--- src/hdl/csvtok_pkg.sv ---
// ----------------------------------------------------------------------------
// csvtok_pkg
// Shared types and constants for the CSV field tokenizer.
// ----------------------------------------------------------------------------
`timescale 1ns / 1ps
`default_nettype none

package csvtok_pkg;

  // Field numbering limit; the index saturates at the smaller of MAX_FIELDS-1 and 255
  localparam int MAX_FIELDS      = 256;
  localparam int COUNT_LIMIT_INT = ((MAX_FIELDS - 1) > 255) ? 255 : (MAX_FIELDS - 1);
  localparam logic [7:0] COUNT_LIMIT = 8'(COUNT_LIMIT_INT);

  localparam logic [7:0] CH_SPACE  = 8'd32;
  localparam logic [7:0] CH_QUOTE  = 8'd34;
  localparam logic [7:0] CH_COMMA  = 8'd44;
  localparam logic [7:0] CH_BSLASH = 8'd92;

  // Result queue
  localparam int QDEPTH = 4;
  localparam int QPTR_W = $clog2(QDEPTH);
  localparam int QCNT_W = QPTR_W + 1;

  typedef enum logic [1:0] {
    KIND_DATA = 2'd0,
    KIND_SEP  = 2'd1,
    KIND_END  = 2'd2
  } kind_t;

  typedef struct packed {
    logic [7:0] byte_in;
    logic       record_end;
  } in_item_t;

  typedef struct packed {
    kind_t      kind;
    logic [7:0] char_out;
    logic [7:0] field_index;
    logic       last;
  } res_item_t;

  typedef struct packed {
    logic       in_quotes;
    logic       escape_pending;
    logic [7:0] field_count;
  } tok_state_t;

  // Results of one byte, packed from r0; n is how many are valid (0..2)
  typedef struct packed {
    logic [1:0] n;
    res_item_t  r0;
    res_item_t  r1;
  } step_out_t;

endpackage

`default_nettype wire

--- src/hdl/csvtok_step.sv ---
// ----------------------------------------------------------------------------
// csvtok_step
// Per-byte decode: next tokenizer state and the zero to two results it causes.
// ----------------------------------------------------------------------------
`timescale 1ns / 1ps
`default_nettype none

module csvtok_step (
  input  csvtok_pkg::in_item_t   item,
  input  csvtok_pkg::tok_state_t st,
  output csvtok_pkg::tok_state_t st_next,
  output csvtok_pkg::step_out_t  res
);
  import csvtok_pkg::*;

  res_item_t  prim;
  res_item_t  endr;
  logic       has_prim;
  tok_state_t upd;

  always_comb begin
    upd               = st;
    has_prim          = 1'b0;
    prim.kind         = KIND_DATA;
    prim.char_out     = item.byte_in;
    prim.field_index  = st.field_count;
    prim.last         = 1'b0;

    if (st.escape_pending) begin
      // escaped byte is literal, whatever its value
      upd.escape_pending = 1'b0;
      has_prim           = 1'b1;
    end else if ((item.byte_in < CH_SPACE) || item.byte_in[7]) begin
      has_prim = 1'b0;
    end else if (item.byte_in == CH_QUOTE) begin
      upd.in_quotes = !st.in_quotes;
    end else if ((item.byte_in == CH_BSLASH) && !st.in_quotes) begin
      upd.escape_pending = 1'b1;
    end else if ((item.byte_in == CH_COMMA) && !st.in_quotes) begin
      has_prim      = 1'b1;
      prim.kind     = KIND_SEP;
      prim.char_out = 8'd0;
      if (st.field_count < COUNT_LIMIT) begin
        upd.field_count = st.field_count + 8'd1;
      end
    end else begin
      has_prim = 1'b1;
    end

    endr.kind        = KIND_END;
    endr.char_out    = 8'd0;
    endr.field_index = upd.field_count;
    endr.last        = 1'b1;

    st_next = item.record_end ? tok_state_t'('0) : upd;

    if (has_prim) begin
      prim.last = !item.record_end;
      res.r0    = prim;
      res.r1    = endr;
      res.n     = item.record_end ? 2'd2 : 2'd1;
    end else begin
      res.r0    = endr;
      res.r1    = endr;
      res.n     = item.record_end ? 2'd1 : 2'd0;
    end
  end

endmodule

`default_nettype wire

--- src/hdl/csvtok_queue.sv ---
// ----------------------------------------------------------------------------
// csvtok_queue
// Small result queue: up to two writes and one read per cycle.
// ----------------------------------------------------------------------------
`timescale 1ns / 1ps
`default_nettype none

module csvtok_queue (
  input  logic                  clk,
  input  logic                  rst,
  input  logic                  push,
  input  csvtok_pkg::step_out_t wr,
  output logic                  full,
  output logic                  res_valid,
  input  logic                  res_stall,
  output csvtok_pkg::res_item_t res_item
);
  import csvtok_pkg::*;

  res_item_t           entries [QDEPTH];
  logic [QPTR_W-1:0]   wr_ptr;
  logic [QPTR_W-1:0]   rd_ptr;
  logic [QCNT_W-1:0]   count;
  logic [QCNT_W-1:0]   n_push;
  logic                pop;

  assign n_push    = push ? QCNT_W'(wr.n) : '0;
  assign pop       = res_valid && !res_stall;
  assign res_valid = (count != '0);
  assign res_item  = entries[rd_ptr];
  // room for a full two-result write, taken from registered count only
  assign full      = (count > QCNT_W'(QDEPTH - 2));

  always_ff @(posedge clk) begin
    if (rst) begin
      wr_ptr <= '0;
      rd_ptr <= '0;
      count  <= '0;
    end else begin
      wr_ptr <= wr_ptr + n_push[QPTR_W-1:0];
      if (pop) begin
        rd_ptr <= rd_ptr + QPTR_W'(1);
      end
      count <= count + n_push - QCNT_W'(pop);
    end
  end

  always_ff @(posedge clk) begin
    if (n_push != '0) begin
      entries[wr_ptr] <= wr.r0;
    end
    if (n_push == QCNT_W'(2)) begin
      entries[wr_ptr + QPTR_W'(1)] <= wr.r1;
    end
  end

endmodule

`default_nettype wire

--- src/hdl/csv_field_tokenizer.sv ---
// ----------------------------------------------------------------------------
// csv_field_tokenizer
// Splits a CSV record, one byte per transfer, into data characters, field
// separators and a record-end marker, with quoting and backslash escapes.
// ----------------------------------------------------------------------------
// The results of an accepted byte are written into the result queue and offered
// from there. Throughput: one byte per cycle while each byte yields at most one
// result and the output is not stalled. A byte giving two results (kept byte or
// comma on the record's last byte) needs an extra output slot; the four-entry
// result queue absorbs it and input stalls while more than two results are queued.
// Reset clears quote/escape flags, the field count and the result queue.
`timescale 1ns / 1ps
`default_nettype none

module csv_field_tokenizer (
  input  logic                  clk,
  input  logic                  rst,
  input  logic                  in_valid,
  output logic                  in_stall,
  input  csvtok_pkg::in_item_t  in_item,
  output logic                  res_valid,
  input  logic                  res_stall,
  output csvtok_pkg::res_item_t res_item
);
  import csvtok_pkg::*;

  tok_state_t st;
  tok_state_t st_next;
  step_out_t  step_res;
  logic       accept;
  logic       q_full;

  assign in_stall = q_full;
  assign accept   = in_valid && !q_full;

  csvtok_step u_step (
    .item    (in_item),
    .st      (st),
    .st_next (st_next),
    .res     (step_res)
  );

  always_ff @(posedge clk) begin
    if (rst) begin
      st <= '0;
    end else if (accept) begin
      st <= st_next;
    end
  end

  csvtok_queue u_queue (
    .clk       (clk),
    .rst       (rst),
    .push      (accept),
    .wr        (step_res),
    .full      (q_full),
    .res_valid (res_valid),
    .res_stall (res_stall),
    .res_item  (res_item)
  );

endmodule

`default_nettype wire

--- config.mk ---
export PLATFORM = sky130hd
export DESIGN_NAME = csv_field_tokenizer
export DESIGN_NICKNAME = d
export VERILOG_FILES = /design/src/hdl/csvtok_pkg.sv /design/src/hdl/csvtok_step.sv /design/src/hdl/csvtok_queue.sv /design/src/hdl/csv_field_tokenizer.sv
export SDC_FILE = /design/constraint.sdc
export NUM_CORES = 1
export LEC_CHECK = 0
export BUFFER_PORTS_ARGS = -buffer_cell sky130_fd_sc_hd__buf_2
export CORE_ASPECT_RATIO = 0.8
export CORE_MARGIN = 4
export CORE_UTILIZATION = 55
export DETAILED_ROUTE_END_ITERATION = 16
export GPL_ROUTABILITY_DRIVEN = 0
export GPL_TIMING_DRIVEN = 0
export HOLD_SLACK_MARGIN = 0.02
export PLACE_DENSITY = 0.77
export REMOVE_ABC_BUFFERS = 1
export SLEW_MARGIN = 20
export SYNTH_ARGS = -nofsm -noshare
export SYNTH_HDL_FRONTEND = slang
export SYNTH_SLANG_ARGS = --single-unit
export TNS_END_PERCENT = 50
--- constraint.sdc ---
create_clock -name clk -period 3.5 [get_ports clk]
set_clock_uncertainty 0.1 [all_clocks]
set_input_delay 0.35 -clock clk [delete_from_list [all_inputs] [get_ports clk]]
set_output_delay 0.35 -clock clk [all_outputs]
set_load 0.03 [all_outputs]
==> metrics.cfg <==
[critical_path]
required_ns=3.66
critPathLaunchType=input port
crit_path_end_kind=flop
critical-path-max-stage-delay_ns=0.69
regToRegSetupSlack_ns=0.14
worstPathMaxFanout=21
critPathKind=input port to flop
crit_arrival_ns=3.56
cp_slowest_cell=or4b_2
cp_cell_sequence=buf_2 > nand4bb_2 > or4b_2 > a21o_4 > ha_1 > nor3_1 > and4_2 > nor2_4 > clkinvlp_4 > buf_4 > o32a_1

[die]
die_area_mm2=0.0104
dieHeight_um=92.2
io_pins=34
initial_core_util_pct=57.0
die_w_um=113
core_region_area_mm2=0.00856
rows=30

[synth]
synthMuxAreaShare_pct=8.77
synth_area_mm2=0.00488
synth_warnings=0
synth-main-ff-cell=dfxtp_1
synth-edff-count=32
synth_xor_area_share_pct=1.08
ys_ff_latch=95
async_flop_share_pct=0
synth_compound_area_share_pct=24.4
ys_types=65
yosys.area_share.simple_pct=13.3
synth_top_family_by_area=compound AO/OA/AOI/OAI gates
synth-adder-area-share_pct=1.95
seq_area_frac_synth_pct=45.6
avgSynthCellArea_um2=10.5
syn_inst=463

[final_layout]
finalNonFillerCells=606
area_growth_pct=13.4
post-route-util_pct=64.6
filler_cell_count=647
drive_above_1_share_pct=24.5
antenna_cells=0
nets=509

[clock_network]
cts.sinks=95
cts_tree=yes
cts_max_level=3
cts_buffer_depth=2
numCtsBuffers=9
clkTransAtPathRegs_ns=0.09
cts_root_buffer=clkbuf_8
clk_latency_ns=0.37
holdBufCountCts=0

[global_routing]
grt.overflow.total=0
grt_pass1_vias=3853
grt_pass1_wl_mm=20.0
antenna_found_initial=0
track_usage_pct=24.2
grt_max_degree=36

[hold_path]
holdCritPathClass=input port to flop

[placed_design]
numPortBuffers=33
dp.cells=571
place_hpwl_mm=8.27
post-place-ws_ns=-1.69

[drt]
avgViaCountPerCell=6.87
drtIter0Drc=355
wl_per_cell_um=20.6
wl_mm=12.5
antenna_violating_nets_post_route=0
num_vias=4164
route.detailed.drc=0
firstDrtPassIters=6

[timing]
hold-worst-slack_ns=0.209
post-route-min-period_ns=3.40
max_freq_mhz=294
final.setup.worst_slack_ns=0.0993
relSlewSlack_pct=28.5
fin_tns_setup_ns=0
min_period_over_period_pct=97.2
setup_viol=0
slew_viol_final=0
tightest_slew_ns=1.07
hold_violations=0

[run_status]
status=complete, no violations

[pwr]
p_leak_nw=1.80
p_per_area_mw_per_mm2=598
vdd_drop_max_mv=0.631

[flow_run]
maxCapViolCount=0

critical path: cells and delay by family:
family,cells,cell delay (ns)
buffers and inverters,3,0.47
adder cells (fa/ha/maj),1,0.42
AO/OA/AOI/OAI,2,0.48
AND/OR/NAND/NOR,5,1.84
cells by family after synthesis:
kind of cell             count (synthesis)
AO/OA/AOI/OAI                          169
AND/OR/NAND/NOR                        106
flip-flops                              95
buffers and inverters                   61
multiplexers                            19
adder cells (fa/ha/maj)                  7
XOR/XNOR                                 6
cells in the mapped netlist, drive strengths merged (6+ instances only):
library cell  instances  share of area (%)
dfxtp                63                 26
buf                   6               0.72
or4                   6               0.92
nor2                 21                1.6
inv                  18                1.4
ha                    6                1.5
a31oi                42                5.4
a21oi                19                2.0
a22o                  8                1.4
a211oi                8                1.2
clkbuf               36                2.8
o21ai                34                3.5
a32o                 24                4.9
nor2b                11                1.4
nand4                 6               0.77
nand3                 9               0.92
mux4                 19                8.8
nand2                15                1.2
edfxtp               32                 20
nor4                  6                1.3
registers in the layout, summed over array words and instances, names as in the netlist, named ones only:
signal,cells
u_queue.entries,76
u_queue.rd_ptr,2
st,10
u_queue.count,3
u_queue.wr_ptr,2
layout make-up:
cell class | count | area [um^2] | share of cell area (%)
clock buffers | 9 | 124 | 2.24
well taps | 112 | 140 | 2.53
repair buffers | 57 | 347 | 6.27
flip-flops and latches | 95 | 2220 | 40.2
multi-input cells | 307 | 2530 | 45.8
inverters | 19 | 86.3 | 1.56
clock inverters | 7 | 77.6 | 1.40
report_power, final:
group,total [mW],internal [mW],leakage [nW],switching [mW]
clock,0.736,0.338,0.0972,0.398
sequential,1.52,1.33,0.823,0.183
combinational,1.06,0.468,0.884,0.590
total,3.31,2.14,1.80,1.17
worst paths after layout:
| path | startpoint | to | cells past startpoint |
|---|---|---|---|
| worst max-delay path | in_item[1] | u_queue.entries[1][0] | 11 |
| worst min-delay path | in_item[1] | u_queue.entries[2][9] | 2 |
| worst max register to register | st[9] | u_queue.entries[1][0] | 9 |
| worst min register to register | u_queue.entries[3][16] | u_queue.entries[3][16] | 1 |
placed cells by master (no fill, tap or decap), drive strengths merged, types with 8 or more instances in the layout:
cell type  netlist  routed
mux4            19      19
nand2           15      15
o21ai           34      34
a22o             8       8
a32o            24      24
inv             18      18
a211oi           8       8
a21oi           19      19
clkbuf          36       9
buf              6      57
a31oi           42      42
nand3            9       9
nor2b           11      11
edfxtp          32      32
nor2            21      21
dfxtp           63      63
layer usage:
layer / vias up / GRT usage [%] / wire length (um)
met5: - / 0 / 0
met4: 0 / 8.51 / 184
met3: 27 / 5.28 / 929
met2: 214 / 39.4 / 6130
met1: 2024 / 32.0 / 5250
li1: 1899 / - / -
stage by stage:
step | total power, mW | area (um^2)
floorplan | 2.25 | 4710
global placement | 2.50 | 5010
detailed placement | 2.56 | 5110
CTS | 3.31 | 5450
global route | 3.48 | 5530
finish | 3.31 | 5530
timing repair:
action | CTS | global route
endpoints found under the hold margin | 0 | 0
gates cloned | 0 | 0
pin swaps | 5 | 6
endpoints found under the setup margin | 103 | 58
buffers inserted | 10 | 9
resized for setup | 17 | 4
No activity file was read; power rests on OpenSTA's default activity.
